==> config.mk <==
export PLATFORM = sky130hd
export DESIGN_NAME = usb_gamepad_control_endpoint_flat
export DESIGN_NICKNAME = d
export VERILOG_FILES = /design/src/rtl/ugce_pkg.sv /design/src/rtl/ugce_if.sv /design/src/rtl/ugce_ram.sv /design/src/rtl/ugce_datapath.sv /design/src/rtl/ugce_control.sv /design/src/rtl/usb_gamepad_control_endpoint.sv /design/src/flat_wrapper.sv
export SDC_FILE = /design/constraint.sdc
export NUM_CORES = 1
export LEC_CHECK = 0
export ABC_CLOCK_PERIOD_IN_PS = 13500
export BUFFER_PORTS_ARGS = -buffer_cell sky130_fd_sc_hd__buf_4
export CAP_MARGIN = 20
export CORE_MARGIN = 3
export CORE_UTILIZATION = 32
export CTS_BUF_LIST = sky130_fd_sc_hd__clkbuf_2 sky130_fd_sc_hd__clkbuf_4 sky130_fd_sc_hd__clkbuf_8
export DETAILED_ROUTE_END_ITERATION = 16
export SYNTH_ARGS = -nofsm -noshare
export SYNTH_HDL_FRONTEND = slang
export SYNTH_SLANG_ARGS = --single-unit
==> constraint.sdc <==
create_clock -name i_clk -period 13.5 [get_ports i_clk]
set_input_delay 2.7 -clock i_clk [delete_from_list [all_inputs] [get_ports i_clk]]
set_output_delay 2.7 -clock i_clk [all_outputs]
set_load 0.005 [all_outputs]
==> src/rtl/ugce_pkg.sv <==
// ugce_pkg: shared types, codes and descriptor tables for the gamepad control endpoint
// no dependencies
`default_nettype none
package ugce_pkg;

    localparam int PAD_BYTES = 20;

    typedef enum logic [1:0] {
        CMD_SETUP = 2'd0,
        CMD_IN    = 2'd1,
        CMD_OUT   = 2'd2,
        CMD_PAD   = 2'd3
    } t_cmd;

    typedef enum logic [1:0] {
        ST_OK    = 2'd0,
        ST_STALL = 2'd1,
        ST_NORSP = 2'd2,
        ST_NAK   = 2'd3
    } t_status;

    // reply sources for the buffer fill
    typedef enum logic [2:0] {
        SRC_ZERO = 3'd0,
        SRC_CFGV = 3'd1,
        SRC_DEV  = 3'd2,
        SRC_CONF = 3'd3,
        SRC_PAD  = 3'd4,
        SRC_XID  = 3'd5,
        SRC_FF   = 3'd6
    } t_src;

    typedef enum logic [2:0] {
        S_IDLE,
        S_FILL,
        S_RDWAIT,
        S_STREAM,
        S_SINGLE
    } t_state;

    function automatic logic [7:0] dev_rom(input logic [4:0] i);
        logic [7:0] r;
        unique case (i)
            5'd0: r = 8'h12;  5'd1: r = 8'h01;  5'd2: r = 8'h10;  5'd3: r = 8'h01;
            5'd7: r = 8'h08;  5'd8: r = 8'h5E;  5'd9: r = 8'h04;  5'd10: r = 8'h89;
            5'd11: r = 8'h02; 5'd12: r = 8'h21; 5'd13: r = 8'h01; 5'd17: r = 8'h01;
            default: r = 8'h00;
        endcase
        return r;
    endfunction

    function automatic logic [7:0] cfg_rom(input logic [4:0] i);
        logic [7:0] r;
        unique case (i)
            5'd0: r = 8'h09;  5'd1: r = 8'h02;  5'd2: r = 8'h20;  5'd4: r = 8'h01;
            5'd5: r = 8'h01;  5'd7: r = 8'h80;  5'd8: r = 8'h32;  5'd9: r = 8'h09;
            5'd10: r = 8'h04; 5'd13: r = 8'h02; 5'd14: r = 8'h58; 5'd15: r = 8'h42;
            5'd18: r = 8'h07; 5'd19: r = 8'h05; 5'd20: r = 8'h81; 5'd21: r = 8'h03;
            5'd22: r = 8'h20; 5'd24: r = 8'h04; 5'd25: r = 8'h07; 5'd26: r = 8'h05;
            5'd27: r = 8'h02; 5'd28: r = 8'h03; 5'd29: r = 8'h20; 5'd31: r = 8'h04;
            default: r = 8'h00;
        endcase
        return r;
    endfunction

    function automatic logic [7:0] xid_rom(input logic [4:0] i);
        logic [7:0] r;
        unique case (i)
            5'd0: r = 8'h10; 5'd1: r = 8'h42; 5'd2: r = 8'h00; 5'd3: r = 8'h01;
            5'd4: r = 8'h01; 5'd5: r = 8'h02; 5'd6: r = 8'(PAD_BYTES); 5'd7: r = 8'h06;
            default: r = 8'hFF;
        endcase
        return r;
    endfunction

    typedef struct packed {
        logic       fill_start;  // latch decode, start buffer fill
        logic       rd_start;    // start reading at reply offset (pad byte 0 for endpoint 1)
        logic       rd_next;     // advance read pointer
        logic       pad_write;
        logic       setup_ok;    // apply accepted setup state
        logic       short_stall;
        logic       status_end;  // zero-length status stage
        logic       ctrl_in;     // control IN consumed bytes
    } t_cmdbus;

    typedef struct packed {
        logic       fill_done;
        logic       addr_ok;
        logic       stall;
        logic [6:0] n_bytes;     // bytes this IN will move
    } t_stsbus;

endpackage
`default_nettype wire

==> src/rtl/ugce_if.sv <==
// ugce_if: valid/ready channel interfaces for input and result beats
// depends on nothing
`default_nettype none
interface ugce_in_if;
    logic        valid;
    logic        ready;
    logic [1:0]  command;
    logic [6:0]  target_address;
    logic [3:0]  endpoint_number;
    logic [63:0] setup_packet;
    logic [6:0]  requested_length;
    logic [4:0]  report_index;
    logic [7:0]  report_value;
    modport source (output valid, command, target_address, endpoint_number, setup_packet,
                    requested_length, report_index, report_value, input ready);
    modport sink (input valid, command, target_address, endpoint_number, setup_packet,
                  requested_length, report_index, report_value, output ready);
endinterface

interface ugce_out_if;
    logic       valid;
    logic       ready;
    logic [1:0] status;
    logic [7:0] data_byte;
    logic       data_valid;
    logic [6:0] bytes_moved;
    logic       final_result;
    modport source (output valid, status, data_byte, data_valid, bytes_moved, final_result,
                    input ready);
    modport sink (input valid, status, data_byte, data_valid, bytes_moved, final_result,
                  output ready);
endinterface
`default_nettype wire

==> src/rtl/ugce_ram.sv <==
// ugce_ram: generic single-port-write, one-read RAM with registered read
// no dependencies
`default_nettype none
module ugce_ram #(
    parameter int WIDTH = 8,
    parameter int DEPTH = 64
) (
    input  wire logic                     i_clk,
    input  wire logic                     i_we,
    input  wire logic [$clog2(DEPTH)-1:0] i_waddr,
    input  wire logic [WIDTH-1:0]         i_wdata,
    input  wire logic [$clog2(DEPTH)-1:0] i_raddr,
    output logic      [WIDTH-1:0]         o_rdata
);
    logic [WIDTH-1:0] r_mem [DEPTH];
    always_ff @(posedge i_clk) begin
        if (i_we) begin
            r_mem[i_waddr] <= i_wdata;
        end
        o_rdata <= r_mem[i_raddr];
    end
endmodule
`default_nettype wire

==> src/rtl/ugce_datapath.sv <==
// ugce_datapath: request decode, device state, pad report, reply buffer fill and read
// depends on ugce_pkg, ugce_ram
`default_nettype none
module ugce_datapath
    import ugce_pkg::*;
#(
    parameter int CONTROL_BUFFER_BYTES = 64,
    parameter int MAX_TRANSFER_BYTES = 64
) (
    input  wire logic        i_clk,
    input  wire logic        i_rst_n,
    input  wire t_cmdbus     i_cmd,
    input  wire logic [6:0]  i_target_address,
    input  wire logic [3:0]  i_endpoint_number,
    input  wire logic [63:0] i_setup_packet,
    input  wire logic [6:0]  i_requested_length,
    input  wire logic [4:0]  i_report_index,
    input  wire logic [7:0]  i_report_value,
    output t_stsbus          o_sts,
    output logic [7:0]       o_rd_byte
);
    localparam int AW = $clog2(CONTROL_BUFFER_BYTES);

    logic [6:0] r_dev_addr, r_pend_addr;
    logic       r_pend_valid, r_stall;
    logic [7:0] r_cfg_val;
    logic [6:0] r_rlen, r_roff;
    logic [7:0] r_pad [PAD_BYTES];
    logic [7:0] r_pad_q;
    logic       r_from_pad;

    // fill
    t_src       r_src;
    logic [6:0] r_fcnt, r_flen;
    logic [7:0] r_fn;

    // decode of setup packet
    logic [7:0]  rt, rq, hi, wvl;
    logic [15:0] wl;
    logic        acc;
    t_src        dsrc;
    logic [7:0]  dlen, dfn;
    logic        set_addr, set_cfg;

    always_comb begin
        rt = i_setup_packet[7:0];
        rq = i_setup_packet[15:8];
        wvl = i_setup_packet[23:16];
        hi = i_setup_packet[31:24];
        wl = i_setup_packet[63:48];
        acc = 1'b0; dsrc = SRC_ZERO; dlen = 8'd0; dfn = 8'd0;
        set_addr = 1'b0; set_cfg = 1'b0;
        if (rt[6:0] == 7'h00) begin
            case (rq)
                8'h00: begin acc = 1'b1; dlen = 8'd2; end
                8'h05: begin acc = 1'b1; set_addr = 1'b1; end
                8'h06: begin
                    if (hi == 8'h01) begin acc = 1'b1; dsrc = SRC_DEV; dlen = 8'd18; end
                    else if (hi == 8'h02) begin acc = 1'b1; dsrc = SRC_CONF; dlen = 8'd32; end
                end
                8'h08: begin acc = 1'b1; dsrc = SRC_CFGV; dlen = 8'd1; end
                8'h09: begin acc = 1'b1; set_cfg = 1'b1; end
                8'h01, 8'h03: acc = 1'b1;
                default: ;
            endcase
        end
        if (!acc && rt[6:5] == 2'b00 && rt[4:0] != 5'd0) begin
            if (rq == 8'h00) begin acc = 1'b1; dlen = 8'd2; end
            else if (rq == 8'h0A) begin acc = 1'b1; dlen = 8'd1; end
            else if (rq == 8'h0B) acc = 1'b1;
        end
        if (!acc && rt[6:5] == 2'b01 && rt[4:0] == 5'd1 && rq == 8'h01 && hi == 8'h01) begin
            acc = 1'b1; dsrc = SRC_PAD; dlen = 8'(PAD_BYTES);
        end
        if (!acc && rt[6:5] == 2'b10 && rt[4:0] == 5'd1) begin
            if (rq == 8'h06 && hi == 8'h42) begin acc = 1'b1; dsrc = SRC_XID; dlen = 8'd16; end
            else if (rq == 8'h01) begin
                acc = 1'b1; dsrc = SRC_FF;
                dfn = (hi == 8'h02) ? 8'd6 : 8'(PAD_BYTES);
                dlen = dfn;
            end
        end
        if (16'(dlen) > wl) dlen = wl[7:0];
    end

    // fill data
    logic [7:0] fbyte;
    logic       fwe;
    always_comb begin
        case (r_src)
            SRC_CFGV: fbyte = r_cfg_val;
            SRC_DEV:  fbyte = dev_rom(r_fcnt[4:0]);
            SRC_CONF: fbyte = cfg_rom(r_fcnt[4:0]);
            SRC_PAD:  fbyte = r_pad_q;
            SRC_XID:  fbyte = xid_rom(r_fcnt[4:0]);
            SRC_FF:   fbyte = (r_fcnt == 7'd0) ? 8'h00 : (r_fcnt == 7'd1) ? r_fn : 8'hFF;
            default:  fbyte = 8'h00;
        endcase
        fwe = r_fcnt < r_flen;
    end

    // pad byte read, registered; used for pad reply fill and endpoint 1 IN
    logic [6:0] r_rptr;
    logic [4:0] pad_ra;
    always_comb begin
        if (i_cmd.fill_start) pad_ra = 5'd0;
        else if (r_from_pad && !fwe) pad_ra = r_rptr[4:0];
        else pad_ra = r_fcnt[4:0] + 5'd1;
    end
    always_ff @(posedge i_clk) begin
        r_pad_q <= (pad_ra < 5'(PAD_BYTES)) ? r_pad[pad_ra] : 8'h00;
    end

    logic [AW-1:0] ram_ra;
    logic [7:0]    ram_q;
    assign ram_ra = AW'(r_rptr);
    ugce_ram #(.WIDTH(8), .DEPTH(CONTROL_BUFFER_BYTES)) u_buf (
        .i_clk(i_clk), .i_we(fwe && ({1'b0, r_fcnt} < 8'(CONTROL_BUFFER_BYTES))),
        .i_waddr(AW'(r_fcnt)), .i_wdata(fbyte), .i_raddr(ram_ra), .o_rdata(ram_q)
    );
    assign o_rd_byte = r_from_pad ? r_pad_q : ram_q;

    // IN byte count
    logic [6:0] eff, avail;
    always_comb begin
        eff = (i_requested_length > 7'(MAX_TRANSFER_BYTES)) ? 7'(MAX_TRANSFER_BYTES)
                                                             : i_requested_length;
        if (i_endpoint_number == 4'd1) avail = 7'(PAD_BYTES);
        else avail = (r_rlen > r_roff) ? r_rlen - r_roff : 7'd0;
        o_sts.n_bytes = (avail > eff) ? eff : avail;
        o_sts.fill_done = !fwe;
        o_sts.addr_ok = i_target_address == r_dev_addr;
        o_sts.stall = r_stall;
    end

    always_ff @(posedge i_clk) begin
        if (i_cmd.rd_start) begin
            r_from_pad <= i_endpoint_number == 4'd1;
            r_rptr <= (i_endpoint_number == 4'd1) ? 7'd0 : r_roff;
        end else if (i_cmd.rd_next) begin
            r_rptr <= r_rptr + 7'd1;
        end
        if (!i_rst_n) begin
            r_dev_addr <= '0; r_pend_addr <= '0; r_pend_valid <= 1'b0;
            r_cfg_val <= '0; r_stall <= 1'b0; r_rlen <= '0; r_roff <= '0;
            r_fcnt <= '0; r_flen <= '0; r_src <= SRC_ZERO;
            for (int k = 0; k < PAD_BYTES; k++) r_pad[k] <= (k == 1) ? 8'(PAD_BYTES) : 8'h00;
        end else begin
            if (fwe) r_fcnt <= r_fcnt + 7'd1;
            if (i_cmd.pad_write && i_report_index < 5'(PAD_BYTES))
                r_pad[i_report_index] <= i_report_value;
            if (i_cmd.fill_start) begin
                r_roff <= '0;
                r_pend_valid <= set_addr;
                if (set_addr) r_pend_addr <= wvl[6:0];
                if (set_cfg) r_cfg_val <= wvl;
                r_stall <= !acc;
                r_src <= dsrc; r_fn <= dfn; r_fcnt <= '0;
                r_flen <= acc ? ((dlen > 8'(CONTROL_BUFFER_BYTES)) ?
                                 7'(CONTROL_BUFFER_BYTES) : dlen[6:0]) : 7'd0;
                r_rlen <= acc ? dlen[6:0] : 7'd0;
            end
            if (i_cmd.ctrl_in) r_roff <= r_roff + o_sts.n_bytes;
            if (i_cmd.status_end) begin
                if (r_pend_valid) begin
                    r_dev_addr <= r_pend_addr; r_pend_valid <= 1'b0;
                end
                r_stall <= 1'b0; r_rlen <= '0; r_roff <= '0;
            end
        end
    end
endmodule
`default_nettype wire

==> src/rtl/ugce_control.sv <==
// ugce_control: transaction sequencer and output register
// depends on ugce_pkg
`default_nettype none
module ugce_control
    import ugce_pkg::*;
#(
    parameter int MAX_TRANSFER_BYTES = 64
) (
    input  wire logic       i_clk,
    input  wire logic       i_rst_n,
    input  wire logic       i_in_valid,
    output logic            o_in_ready,
    input  wire logic [1:0] i_command,
    input  wire logic [3:0] i_endpoint_number,
    input  wire logic [6:0] i_requested_length,
    input  wire t_stsbus    i_sts,
    input  wire logic [7:0] i_rd_byte,
    output t_cmdbus         o_cmd,
    output logic            o_valid,
    input  wire logic       i_ready,
    output logic [1:0]      o_status,
    output logic [7:0]      o_data_byte,
    output logic            o_data_valid,
    output logic [6:0]      o_bytes_moved,
    output logic            o_final_result
);
    t_state r_state, n_state;
    logic [6:0] r_n, n_n, r_i, n_i;
    logic r_ov, n_ov;
    logic [1:0] r_st, n_st; logic [7:0] r_db, n_db; logic r_dv, n_dv;
    logic [6:0] r_bm, n_bm; logic r_fin, n_fin;
    logic acc, slot;

    assign o_valid = r_ov; assign o_status = r_st; assign o_data_byte = r_db;
    assign o_data_valid = r_dv; assign o_bytes_moved = r_bm; assign o_final_result = r_fin;
    assign slot = !r_ov || i_ready;

    always_ff @(posedge i_clk) begin
        if (!i_rst_n) begin
            r_state <= S_IDLE; r_ov <= 1'b0; r_n <= '0; r_i <= '0;
        end else begin
            r_state <= n_state; r_ov <= n_ov; r_n <= n_n; r_i <= n_i;
        end
        r_st <= n_st; r_db <= n_db; r_dv <= n_dv; r_bm <= n_bm; r_fin <= n_fin;
    end

    always_comb begin
        n_state = r_state; n_ov = r_ov && !i_ready; n_n = r_n; n_i = r_i;
        n_st = r_st; n_db = r_db; n_dv = r_dv; n_bm = r_bm; n_fin = r_fin;
        o_cmd = '0;
        o_in_ready = 1'b0;
        acc = 1'b0;
        unique case (r_state)
            S_IDLE: begin
                o_in_ready = slot;
                acc = i_in_valid && slot;
                if (acc) begin
                    n_st = ST_OK; n_db = '0; n_dv = 1'b0; n_bm = '0; n_fin = 1'b1;
                    if (i_command == CMD_PAD) begin
                        o_cmd.pad_write = 1'b1;
                    end else if (!i_sts.addr_ok) begin
                        n_st = ST_NORSP; n_ov = 1'b1;
                    end else if (i_command == CMD_SETUP) begin
                        if (i_requested_length < 7'd8) begin
                            n_st = ST_STALL; n_ov = 1'b1;
                        end else begin
                            o_cmd.fill_start = 1'b1; n_bm = 7'd8;
                            n_state = S_FILL;
                        end
                    end else if (i_sts.stall) begin
                        n_st = ST_STALL; n_ov = 1'b1;
                    end else if (i_command == CMD_OUT) begin
                        o_cmd.status_end = i_requested_length == 7'd0;
                        n_bm = (i_requested_length > 7'(MAX_TRANSFER_BYTES)) ?
                               7'(MAX_TRANSFER_BYTES) : i_requested_length;
                        n_ov = 1'b1;
                    end else if (i_endpoint_number > 4'd1) begin
                        n_st = ST_NAK; n_ov = 1'b1;
                    end else begin
                        o_cmd.ctrl_in = i_endpoint_number == 4'd0;
                        o_cmd.status_end = i_requested_length == 7'd0;
                        if (i_sts.n_bytes == 7'd0) begin
                            n_ov = 1'b1;
                        end else begin
                            o_cmd.rd_start = 1'b1;
                            n_n = i_sts.n_bytes; n_i = '0;
                            n_state = S_RDWAIT;
                        end
                    end
                end
            end
            S_FILL: begin
                if (i_sts.fill_done) n_state = S_SINGLE;
            end
            S_SINGLE: begin
                if (slot) begin n_ov = 1'b1; n_state = S_IDLE; end
            end
            S_RDWAIT: begin
                n_state = S_STREAM;
            end
            S_STREAM: begin
                if (slot) begin
                    n_ov = 1'b1; n_st = ST_OK; n_db = i_rd_byte; n_dv = 1'b1;
                    n_bm = r_n; n_fin = (r_i + 7'd1 == r_n);
                    n_i = r_i + 7'd1; o_cmd.rd_next = 1'b1;
                    n_state = (r_i + 7'd1 == r_n) ? S_IDLE : S_RDWAIT;
                end
            end
            default: n_state = S_IDLE;
        endcase
    end

`ifndef NO_ASSERTIONS
    a_ready_idle: assert property (@(posedge i_clk) disable iff (!i_rst_n)
        o_in_ready |-> r_state == S_IDLE) else $error("ready outside idle");
    a_dv_data: assert property (@(posedge i_clk) disable iff (!i_rst_n)
        (r_ov && !r_dv) |-> r_db == 8'd0) else $error("data without valid");
    a_stream_fin: assert property (@(posedge i_clk) disable iff (!i_rst_n)
        (r_ov && r_dv) |-> (r_fin == (r_i == r_n))) else $error("final marker wrong");
`endif
endmodule
`default_nettype wire

==> src/rtl/usb_gamepad_control_endpoint.sv <==
// usb_gamepad_control_endpoint: top level of the gamepad control/report endpoint
// depends on ugce_pkg, ugce_if, ugce_control, ugce_datapath
`default_nettype none
//  channel  | dir | payload
//  i_in     | in  | command, address, endpoint, setup packet, length, pad byte
//  o_out    | out | status, data byte, data valid, bytes moved, final marker
//
//  one transaction is taken at a time; a pad write or a short reply is done in S_IDLE
//  an accepted SETUP fills the reply RAM, one buffer byte per cycle, before its
//  result beat
//  an IN of n bytes gives n beats; each byte waits in S_RDWAIT for a registered read
//  reset is synchronous and clears all device state and the pad report, but for pad byte 1 (the report length)
//  a stalled output register holds and blocks the next beat
module usb_gamepad_control_endpoint
    import ugce_pkg::*;
#(
    parameter int CONTROL_BUFFER_BYTES = 64,
    parameter int MAX_TRANSFER_BYTES = 64
) (
    input wire logic i_clk,
    input wire logic i_rst_n,
    ugce_in_if.sink    i_in,
    ugce_out_if.source o_out
);
    t_cmdbus    cmd;
    t_stsbus    sts;
    logic [7:0] rd_byte;

    // sequencer decides the result type, datapath owns all device state
    ugce_control #(
        .MAX_TRANSFER_BYTES(MAX_TRANSFER_BYTES)
    ) u_ctl (
        .i_clk(i_clk), .i_rst_n(i_rst_n),
        .i_in_valid(i_in.valid), .o_in_ready(i_in.ready),
        .i_command(i_in.command), .i_endpoint_number(i_in.endpoint_number),
        .i_requested_length(i_in.requested_length),
        .i_sts(sts), .i_rd_byte(rd_byte), .o_cmd(cmd),
        .o_valid(o_out.valid), .i_ready(o_out.ready),
        .o_status(o_out.status), .o_data_byte(o_out.data_byte),
        .o_data_valid(o_out.data_valid), .o_bytes_moved(o_out.bytes_moved),
        .o_final_result(o_out.final_result)
    );

    ugce_datapath #(
        .CONTROL_BUFFER_BYTES(CONTROL_BUFFER_BYTES),
        .MAX_TRANSFER_BYTES(MAX_TRANSFER_BYTES)
    ) u_dp (
        .i_clk(i_clk), .i_rst_n(i_rst_n), .i_cmd(cmd),
        .i_target_address(i_in.target_address),
        .i_endpoint_number(i_in.endpoint_number), .i_setup_packet(i_in.setup_packet),
        .i_requested_length(i_in.requested_length), .i_report_index(i_in.report_index),
        .i_report_value(i_in.report_value), .o_sts(sts), .o_rd_byte(rd_byte)
    );
endmodule
`default_nettype wire

==> src/flat_wrapper.sv <==
// flat-port wrapper written by rule: the top's interface ports become plain ports
module usb_gamepad_control_endpoint_flat import ugce_pkg::*;
#(
    parameter int CONTROL_BUFFER_BYTES = 64,
    parameter int MAX_TRANSFER_BYTES = 64
)
  (i_clk, i_rst_n, i_in_valid, i_in_command, i_in_target_address, i_in_endpoint_number, i_in_setup_packet, i_in_requested_length, i_in_report_index, i_in_report_value, i_in_ready, o_out_valid, o_out_status, o_out_data_byte, o_out_data_valid, o_out_bytes_moved, o_out_final_result, o_out_ready);
  ugce_in_if i_in_i ();
  ugce_out_if o_out_i ();
  input wire logic i_clk;
  input wire logic i_rst_n;
  input wire logic [$bits(i_in_i.valid)-1:0] i_in_valid;
  input wire logic [$bits(i_in_i.command)-1:0] i_in_command;
  input wire logic [$bits(i_in_i.target_address)-1:0] i_in_target_address;
  input wire logic [$bits(i_in_i.endpoint_number)-1:0] i_in_endpoint_number;
  input wire logic [$bits(i_in_i.setup_packet)-1:0] i_in_setup_packet;
  input wire logic [$bits(i_in_i.requested_length)-1:0] i_in_requested_length;
  input wire logic [$bits(i_in_i.report_index)-1:0] i_in_report_index;
  input wire logic [$bits(i_in_i.report_value)-1:0] i_in_report_value;
  output wire logic [$bits(i_in_i.ready)-1:0] i_in_ready;
  output wire logic [$bits(o_out_i.valid)-1:0] o_out_valid;
  output wire logic [$bits(o_out_i.status)-1:0] o_out_status;
  output wire logic [$bits(o_out_i.data_byte)-1:0] o_out_data_byte;
  output wire logic [$bits(o_out_i.data_valid)-1:0] o_out_data_valid;
  output wire logic [$bits(o_out_i.bytes_moved)-1:0] o_out_bytes_moved;
  output wire logic [$bits(o_out_i.final_result)-1:0] o_out_final_result;
  input wire logic [$bits(o_out_i.ready)-1:0] o_out_ready;
  assign i_in_i.valid = i_in_valid;
  assign i_in_i.command = i_in_command;
  assign i_in_i.target_address = i_in_target_address;
  assign i_in_i.endpoint_number = i_in_endpoint_number;
  assign i_in_i.setup_packet = i_in_setup_packet;
  assign i_in_i.requested_length = i_in_requested_length;
  assign i_in_i.report_index = i_in_report_index;
  assign i_in_i.report_value = i_in_report_value;
  assign i_in_ready = i_in_i.ready;
  assign o_out_valid = o_out_i.valid;
  assign o_out_status = o_out_i.status;
  assign o_out_data_byte = o_out_i.data_byte;
  assign o_out_data_valid = o_out_i.data_valid;
  assign o_out_bytes_moved = o_out_i.bytes_moved;
  assign o_out_final_result = o_out_i.final_result;
  assign o_out_i.ready = o_out_ready;
  usb_gamepad_control_endpoint #(.CONTROL_BUFFER_BYTES(CONTROL_BUFFER_BYTES), .MAX_TRANSFER_BYTES(MAX_TRANSFER_BYTES)) u_core (.i_clk(i_clk), .i_rst_n(i_rst_n), .i_in(i_in_i), .o_out(o_out_i));
endmodule
## Yosys cells after proc, flatten, opt, wreduce, memory -nomap -nowiden

Memories as Yosys holds them, arrays and structs flattened. A register that Yosys moved wholly into a read port is not among the register bits.
Index checks and enable logic that the tools add are counted.

| operators by class | value |
|---|---|
| add/sub/neg operators | 6 |
| magnitude comparators | 11 |
| eq/ne operators | 46 |
| multiplexer cells | 163 |
| bitwise logic cells | 9 |
| reductions and logical operators | 51 |

Operators by type and width:

| operator | number |
|---|---|
| 7-bit 2-to-1 mux | 28 |
| 8-bit 2-to-1 mux | 15 |
| 1-bit 2-to-1 mux | 55 |
| 3-bit 2-to-1 mux | 18 |
| 8-bit one-hot mux with 6 select lines | 1 |
| 2-bit 2-to-1 mux | 23 |
| 5-bit 2-to-1 mux | 8 |
| 8-bit by 4-bit == test with 1-bit output (second input constant) | 4 |
| 7-bit logical NOT | 4 |
| 7-bit one-hot mux with 2 select lines | 2 |
| 2-bit inequality test (second input constant) | 11 |
| 7-bit by 1-bit adder with 7-bit output (second input constant) | 3 |
| 6-bit 2-to-1 mux | 3 |
| 6-bit one-hot mux with 3 select lines | 1 |
| 8-bit by 1-bit == test with 1-bit output (second input constant) | 2 |
| 8-bit by 2-bit == test with 1-bit output (second input constant) | 2 |
| 8-bit by 3-bit == test with 1-bit output (second input constant) | 2 |
| 8-bit by 16-bit > comparator with 1-bit output | 1 |
| 8-bit one-hot mux with 2 select lines | 1 |
| 3-bit inequality test (second input constant) | 5 |
| 3-bit one-hot mux with 5 select lines | 1 |
| 7-bit == test | 2 |
| 7-bit > comparator | 2 |
| 1-bit logical AND | 14 |
| other kinds (40) | 78 |

| word-level totals | value |
|---|---|
| flip-flop bits (word level) | 108 |
| bits in writable memories | 672 |
| ROM bits | 552 |
| logic and storage cells | 313 |
| memories | 5 |

Memory list:

| memory | depth | width | read ports | clocked after memory_dff | write ports | RTL line | text |
|---|---|---|---|---|---|---|---|
| u_core.u_dp.u_buf.r_mem | 64 | 8 | 1 | 1 | 1 | ugce_ram.sv:15 | `logic [WIDTH-1:0] r_mem [DEPTH];` |
| (no name shown) | 32 | 8 | 1 | 1 | 0 | ugce_pkg.sv:43 | `unique case (i)` |
| (no name shown) | 32 | 8 | 1 | 1 | 0 | ugce_pkg.sv:54 | `unique case (i)` |
| u_core.u_dp.r_pad | 20 | 8 | 1 | 1 | 20 | ugce_datapath.sv:28 | `logic [7:0] r_pad [PAD_BYTES];` |
| (no name shown) | 8 | 5 | 1 | 1 | 0 | ugce_pkg.sv:68 | `unique case (i)` |

## Logic depth before layout (Yosys ltp)

Gate-level depths: netlist of the first run.

| depth | value |
|---|---|
| depth after elaboration | 24 |
| gate-level depth with buffers | 27 |
| depth with buffers taken out | 26 |

## Modules after synthesis

A second synthesis of the first run with hierarchy kept.

| second synthesis, totals | value |
|---|---|
| cells, all modules | 2446 |
| area, all modules | 35761.8 sq um |

By module, submodules not included:

| module | times used | cells each | area an instance (sq um) |
|---|---|---|---|
| ugce_ram | 1 | 940 | 20160.6 |
| ugce_datapath | 1 | 1291 | 13558.0 |
| ugce_control | 1 | 215 | 2043.2 |

## Worst setup path after synthesis of the first run

Ideal clock, no wire load.

| path | value |
|---|---|
| path kind | input to register |
| start | input i_in_endpoint_number[3] |
| end | register u_core.u_dp.r_roff[6] |
| setup time | 0.070 ns |
| arrival time | 6.895 ns |
| required time | 13.430 ns |
| path slack | 6.535 ns |
| stages | 23 |
| cell sequence | nor3_1 > nand2_1 > inv_1 > or3_1 > nor3_1 > ha_1 > a2111o_1 > o22ai_1 > or2_1 > buf_2 > mux2_4 > inv_1 > ha_1 > inv_1 > fa_1 > nor2b_1 > o21ai_0 > a21oi_1 > o21a_1 > nor2_1 > xnor2_1 > or3_1 > a21oi_1 |

RTL lines:

| item | RTL line | text |
|---|---|---|
| start, declared | flat_wrapper.sv:15 | `input wire logic [$bits(i_in_i.endpoint_number)-1:0] i_in_endpoint_number;` |
| end signal, assigned | ugce_datapath.sv:163 | `if (i_cmd.ctrl_in) r_roff <= r_roff + o_sts.n_bytes;` |
| end, declared | ugce_datapath.sv:27 | `logic [6:0] r_rlen, r_roff;` |

==> results of run 1 <==
-- power groups by stage --
stage | combinational (mW) | sequential (mW) | clock, mW
final | 0.261 | 2.74 | 2.13
after global routing | 0.282 | 2.74 | 2.29
after CTS | 0.257 | 2.74 | 2.18
after detailed placement | 0.256 | 2.80 | 0
after global placement | 0.253 | 2.79 | 0
after floorplan | 0.165 | 2.79 | 0
-- path summary, 6_finish.rpt --
kind / end / slack (ps) / cells after the start
min reg2reg: u_core.u_dp.r_flen[6]$_SDFFE_PN0P_ / 450 / 2
max reg2reg: u_core.u_dp.r_roff[6]$_SDFFE_PP0P_ / 7550 / 25
max: u_core.u_dp.r_roff[6]$_SDFFE_PP0P_ / 6470 / 23
min: u_core.u_dp.r_flen[6]$_SDFFE_PN0P_ / 450 / 2
-- state kept, by name, summed over array words and instances, names as in the netlist, 8 cells and up, named ones only --
register,flops
u_core.u_ctl.o_data_byte,8
u_core.u_dp.r_pad,160
u_core.u_dp.r_pad_q,8
u_core.u_dp.u_buf.o_rdata,8
u_core.u_dp.r_cfg_val,8
u_core.u_dp.u_buf.r_mem,512
-- final cells by class --
cell class | count | area, µm²
Antenna cell | 1 | 2.50
Multi-Input combinational cell | 1366 | 11800
Inverter | 61 | 229
Clock inverter | 43 | 319
Tap cell | 1476 | 1850
Clock buffer | 192 | 2310
Timing Repair Buffer | 144 | 1070
Sequential cell | 811 | 23300
Fill cell | 10210 | 69000
-- through the flow --
| stage | cell area, µm² | util, % |
|---|---|---|
| after floorplan | 35700 | - |
| after CTS | 40700 | 37.1 |
| after global placement | 38100 | 34.7 |
| after detailed placement | 38100 | 34.7 |
| after global routing | 40800 | 37.2 |
| final | 40800 | 37.2 |
-- worst reg2reg max path: cells and delay by family, from the launching register on --
kind / cells / cell delay (ps)
and+or+nand+nor: 7 / 1340
AOI/OAI and AO/OA: 8 / 1850
xor gates and xnor gates: 1 / 120
buffers and inverters: 3 / 190
DFF: 1 / 450
adders and majority gates: 5 / 1570
muxes: 1 / 370
-- cell usage in the layout (no fill, tap or decap), types with 9 or more instances in the layout --
master	n
a211oi_1	9
a21o_1	9
a21oi_1	74
a22oi_1	15
a31oi_1	16
a32oi_1	9
and2_1	164
and3_1	11
buf_2	10
buf_4	127
clkbuf_4	55
clkbuf_8	139
clkinv_1	22
dfxtp_1	110
edfxtp_1	701
ha_1	42
inv_1	58
mux2_2	24
mux2i_1	118
mux4_2	168
nand2_1	93
nand2b_1	28
nand3_1	54
nand4_1	9
nor2_1	195
nor2b_1	20
nor3_1	32
nor4_1	15
o211ai_1	10
o21ai_0	46
o221ai_1	9
o22ai_1	11
or2_2	9
or3_1	11
xnor2_1	22
xor2_1	14
-- cells by family (layout without fill, tap and decap cells) --
kind of cell             after synthesis  count (layout)
AO/OA/AOI/OAI                        288             288
flip-flops                           811             811
AND/OR/NAND/NOR                      685             685
buffers and inverters                184             440
XOR/XNOR                              36              36
multiplexers                         313             313
other                                  0               1
adder cells (fa/ha/maj)               44              44
-- per-layer routing --
metal / vias to the layer above / track usage, % / routed length, µm
met5: - / 0 / 0
met4: 0 / 5.51 / 2520
met3: 136 / 2.77 / 5740
met2: 783 / 25.6 / 44300
met1: 10690 / 20.0 / 37400
li1: 9458 / - / -
==> impl_metrics.ini, run 1 <==
[outcome]
status = complete, no violations

[logic_synthesis]
synthXorXnorAreaFrac_pct = 0.884
synth_largest_area_cell = edfxtp_1
synthArstFlopShare_pct = 0
ys_types = 91
synthTopCellsByArea = edfxtp_1 59%, mux4_2 11%, dfxtp_1 6.2%, mux2i_1 3.3%, and2_1 2.9%
synth_top_family_by_area = multiplexers
yosysMostFrequentCell = edfxtp_1
avgSynthCellArea_um2 = 15.1
synth_compound_area_share_pct = 5.48
synth_area_um2 = 35700
synth_top_area_share_pct = 59.0
synth_edf_count = 701
synth-simple-area-share_pct = 10.0
synth_cells = 2361
synth_warnings = 0
yosys_most_used_dff = edfxtp_1
yosysSeqAreaShare_pct = 65.2
muxShareOfSynthArea_pct = 14.8
synth_fa_ha_area_share_pct = 1.59
ys_ff_latch = 811
synthTopCellsByCount = 701 x edfxtp_1, 195 x nor2_1, 168 x mux4_2
synth_fp_nets = 2506

[power_and_ir_drop]
p_seq_share_pct = 53.5
swShare_pct = 22.0
switchingPower_mw = 1.13
p_leak_nw = 14.3
p_int_mw = 4.00
pwr-share-comb_pct = 5.1
power_density_nw_per_um2 = 126
clkPwrFrac_pct = 41.5
power.total_mw = 5.13
ir_drop_mv = 0.0805

[grt]
grt_pass1_vias = 21204
grt_overflow = 0
grt_antenna_before_repair = 3
track_usage_pct = 15.3
grt_pass1_wl_mm = 135
grt_max_degree = 98

[finish]
area_delta_synth_final_pct = 14.3
drive_above_1_share_pct = 22.6
final_nets = 2661
final_cells = 4094

[critical_path]
startpoint_type = input port
cpLargestDelayFamily = simple AND/OR/NAND/NOR gates
cp.required_ps = 14200
worstPathMaxFanout = 8
crit_path_start = i_in_endpoint_number[3]
critPathBufInv = 4
cpPeakStageDelay_ps = 430
crit_path_frequent_cell = inv_1
r2r_start = u_core.u_dp.r_roff[0]$_SDFFE_PP0P_
endpoint_kind = flop
crit_type = in2reg
cp.arrival_ps = 7730
crit_chain = buf_4, nor3_1, nand2_1, inv_1, or3_1, nor3_1, ha_1, a2111o_1, o22ai_1, or2_1, mux2_4, inv_1, ha_1, inv_1, fa_1, nor2b_1, o21ai_0, a21oi_1, o21a_1, nor2_1, xnor2_1, or3_1, a21oi_1
crit_slowest_cell = fa_1

[die]
die_height_um = 340
ios = 122
coreArea_um2 = 110000
die-area_um2 = 116000
num_rows = 121
initial_core_util_pct = 32.5
fp.dieW_um = 340

[clock_network]
cts_buffers = 132
worstSkewPairLatency_ps = 780
cts_root_buf = clkbuf_8
hold_buffers = 0
clk_pin_slew_worst_paths_ps = 70
cts_max_level = 4
postCtsSetupRepairBufs = 0
cts_resized = 0
cts_tree = built
cts_max_path_buffers = 3
cts_num_sinks = 811

[timing]
min_period_ps = 7030
hold_ws_ps = 455
finalSetupViolCount = 0
slew_viol_final = 0
post-route-period-util_pct = 52.1
worst_pin_slew_ps = 1100
clock-skew-final_ps = 30.3
slew-limit-headroom_pct = 26.1
fin_setup_tns_ps = 0
final-hold-violation-count = 0
setup_slack_ps = 6470
rsz0062_at_grt = no
max_freq_ghz = 0.142

[place]
portBuffers = 104
gp_congestion = 0.868
dp_slack_ps = 5770
dpl.cell_count = 3845
dp_hpwl_mm = 58.5

[detailed_routing]
first_pass_iters = 5
vias = 21067
vias_per_cell = 5.15
detail-route-antenna-nets = 0
wire_per_inst_um = 22.0
drt_iter0_drc = 1784
drc = 0
wirelength_mm = 90.0

[worst_hold_path]
hold_class = reg2reg
min_from = u_core.u_dp.r_flen[6]$_SDFFE_PN0P_

[flow_run]
drv_cap = 0
Power figures use the tool's default switching activity.
==> run 2, diff against run 1 <==
--- a/config.mk
+++ b/config.mk
@@ -5,7 +5,7 @@
 export SDC_FILE = /design/constraint.sdc
 export NUM_CORES = 1
 export LEC_CHECK = 0
-export ABC_CLOCK_PERIOD_IN_PS = 13500
+export ABC_CLOCK_PERIOD_IN_PS = 5900
 export BUFFER_PORTS_ARGS = -buffer_cell sky130_fd_sc_hd__buf_4
 export CAP_MARGIN = 20
 export CORE_MARGIN = 3
==> constraint.sdc (replaced) <==
create_clock -name i_clk -period 5.9 [get_ports i_clk]
set_input_delay 1.18 -clock i_clk [delete_from_list [all_inputs] [get_ports i_clk]]
set_output_delay 1.18 -clock i_clk [all_outputs]
set_load 0.005 [all_outputs]
==> run 2 against run 1 <==
Net effect: sequential power up 130%; clock skew increased by 0.80 ps; clock-buffer cell count fell by 15; global-route usage grew 0.35 points; clock power is 120% higher; register-to-register slack worse by 7200 ps; total power grew 130%; highest routed layer unchanged; final area increased by 0.19%; combinational power is 140% higher; sequential cell count unchanged; worst hold slack worse by 9.8 ps.
==> impl_metrics.ini, run 2 (synthesis gave the netlist of run 1 again) <==
[timing]
worst_pin_slew_ps = 1050
fin_setup_tns_ps = 0
rsz0062_at_grt = no
slew-limit-headroom_pct = 29.3
min_period_ps = 5530
slew_viol_final = 0
final-hold-violation-count = 0
max_freq_ghz = 0.181
clock-skew-final_ps = 31.1
finalSetupViolCount = 0
post-route-period-util_pct = 93.7

[grt]
grt_overflow = 0
grt_antenna_before_repair = 2
track_usage_pct = 15.7
grt_pass1_vias = 21917
grt_pass1_wl_mm = 138
grt_max_degree = 132
grtUsageMet3_pct = 2.85
gr-usage-met2_pct = 26.2
top_usage_layer = met2
use_met1_pct = 20.4

[finish]
top_register = u_core.u_dp.u_buf.r_mem
largest_reg_flops = 512
utilization_pct = 37.2
area_delta_synth_final_pct = 14.6
multi_input_area_um2 = 11800
final_cell_mix = 701 x edfxtp_1, 195 x nor2_1, 168 x mux4_2, 164 x and2_1, 142 x clkbuf_8
fillers = 10244
ff_latch_area_um2 = 23300
reg_top3 = u_core.u_dp.u_buf.r_mem: 512 flops, u_core.u_dp.r_pad: 160 flops
final_common_cell = edfxtp_1
drive_above_1_share_pct = 22.6
final_nets = 2676
fin_area_um2 = 40900

[clock_network]
cts_max_path_buffers = 3
cts_max_level = 4
cts_num_sinks = 811
worstSkewPairLatency_ps = 780
hold_buffers = 0
cts_resized = 0
clk_pin_slew_worst_paths_ps = 60
cts_root_buf = clkbuf_8
cts_buffers = 134
postCtsSetupRepairBufs = 0
cts_tree = built

[die]
fp.dieW_um = 340
die_height_um = 340
num_rows = 121
initial_core_util_pct = 32.5
ios = 122
die-area_um2 = 116000
coreArea_um2 = 110000

[place]
portBuffers = 104
dpl_cell_area_um2 = 38200
dp_hpwl_mm = 59.5
gp_congestion = 0.864

[flow_run]
drv_cap = 0

[critical_path]
cp.arrival_ps = 6220
rr_worst_depth = 25
worstPathMaxFanout = 4
endpoint_kind = flop
cp.required_ps = 6590
crit_type = reg2reg
startpoint_type = flop

[power_and_ir_drop]
power.total_mw = 11.7
power_density_nw_per_um2 = 285
ir_drop_mv = 0.200
p_leak_nw = 14.1

[detailed_routing]
vias = 21327
first_pass_iters = 5
vias_per_cell = 5.19
detail-route-antenna-nets = 0
wire_per_inst_um = 22.3
drt_iter0_drc = 1919
drc = 0
wirelength_mm = 91.5

[worst_hold_path]
hold_class = reg2reg
holdPathStages = 2

[outcome]
status = complete, no violations
## run 2: path summary, 6_finish.rpt
path,start,to,slack (ps)
max reg2reg,u_core.u_dp.r_roff[0]$_SDFFE_PP0P_,u_core.u_dp.r_roff[6]$_SDFFE_PP0P_,370
min,u_core.u_dp.r_rlen[6]$_SDFFE_PP0P_,u_core.u_dp.r_rlen[6]$_SDFFE_PP0P_,450
max,u_core.u_dp.r_roff[0]$_SDFFE_PP0P_,u_core.u_dp.r_roff[6]$_SDFFE_PP0P_,370
min reg2reg,u_core.u_dp.r_rlen[6]$_SDFFE_PP0P_,u_core.u_dp.r_rlen[6]$_SDFFE_PP0P_,450
## run 2: layout make-up
cell class / count / share of cell area (%)
diodes: 1 / 0.00612
clock buffers: 177 / 5.42
clock inverters: 59 / 0.845
inverters: 61 / 0.560
multi-input cells: 1366 / 28.8
flip-flops and latches: 811 / 56.9
well taps: 1476 / 4.52
repair buffers: 157 / 2.99
## run 2: power breakdown
| group | internal (mW) | leakage [nW] | switching, mW |
|---|---|---|---|
| Clock | 2.54 | 1.34 | 2.22 |
| Sequential | 6.24 | 7.67 | 0.0360 |
| Combinational | 0.232 | 5.09 | 0.387 |
| Total | 9.01 | 14.1 | 2.64 |
## run 2: per-layer routing
| layer | part of all wire [%] | up-vias |
|---|---|---|
| met2 | 50 | 764 |
| met4 | 2.9 | 0 |
| li1 | - | 9488 |
| met5 | 0 | - |
| met3 | 6.1 | 163 |
| met1 | 41 | 10912 |
## run 2: critical path, cell delays in order, from the launching register on
cell,delay [ps]
dfxtp_1,380
ha_1,190
inv_1,60
fa_1,480
a211o_1,330
a2111oi_0,450
nor3b_1,120
nor3_1,320
ha_1,320
o21ai_0,80
nor2_1,60
o22ai_1,160
or2_1,190
mux2_4,340
inv_1,80
ha_1,160
inv_1,60
fa_1,440
nor2b_1,150
o21ai_0,120
a21oi_1,210
o21a_1,130
nor2_1,40
xnor2_1,130
or3_1,320
a21oi_1,140
## run 2: through the flow
step                hold slack, ps  instances  worst slack (ps)
floorplan                      414       2361               455
global placement               430       3855               186
detailed placement             435       3858               223
CTS                            444       4094               429
global route                   460       4108              53.6
finish                         445       4108               369
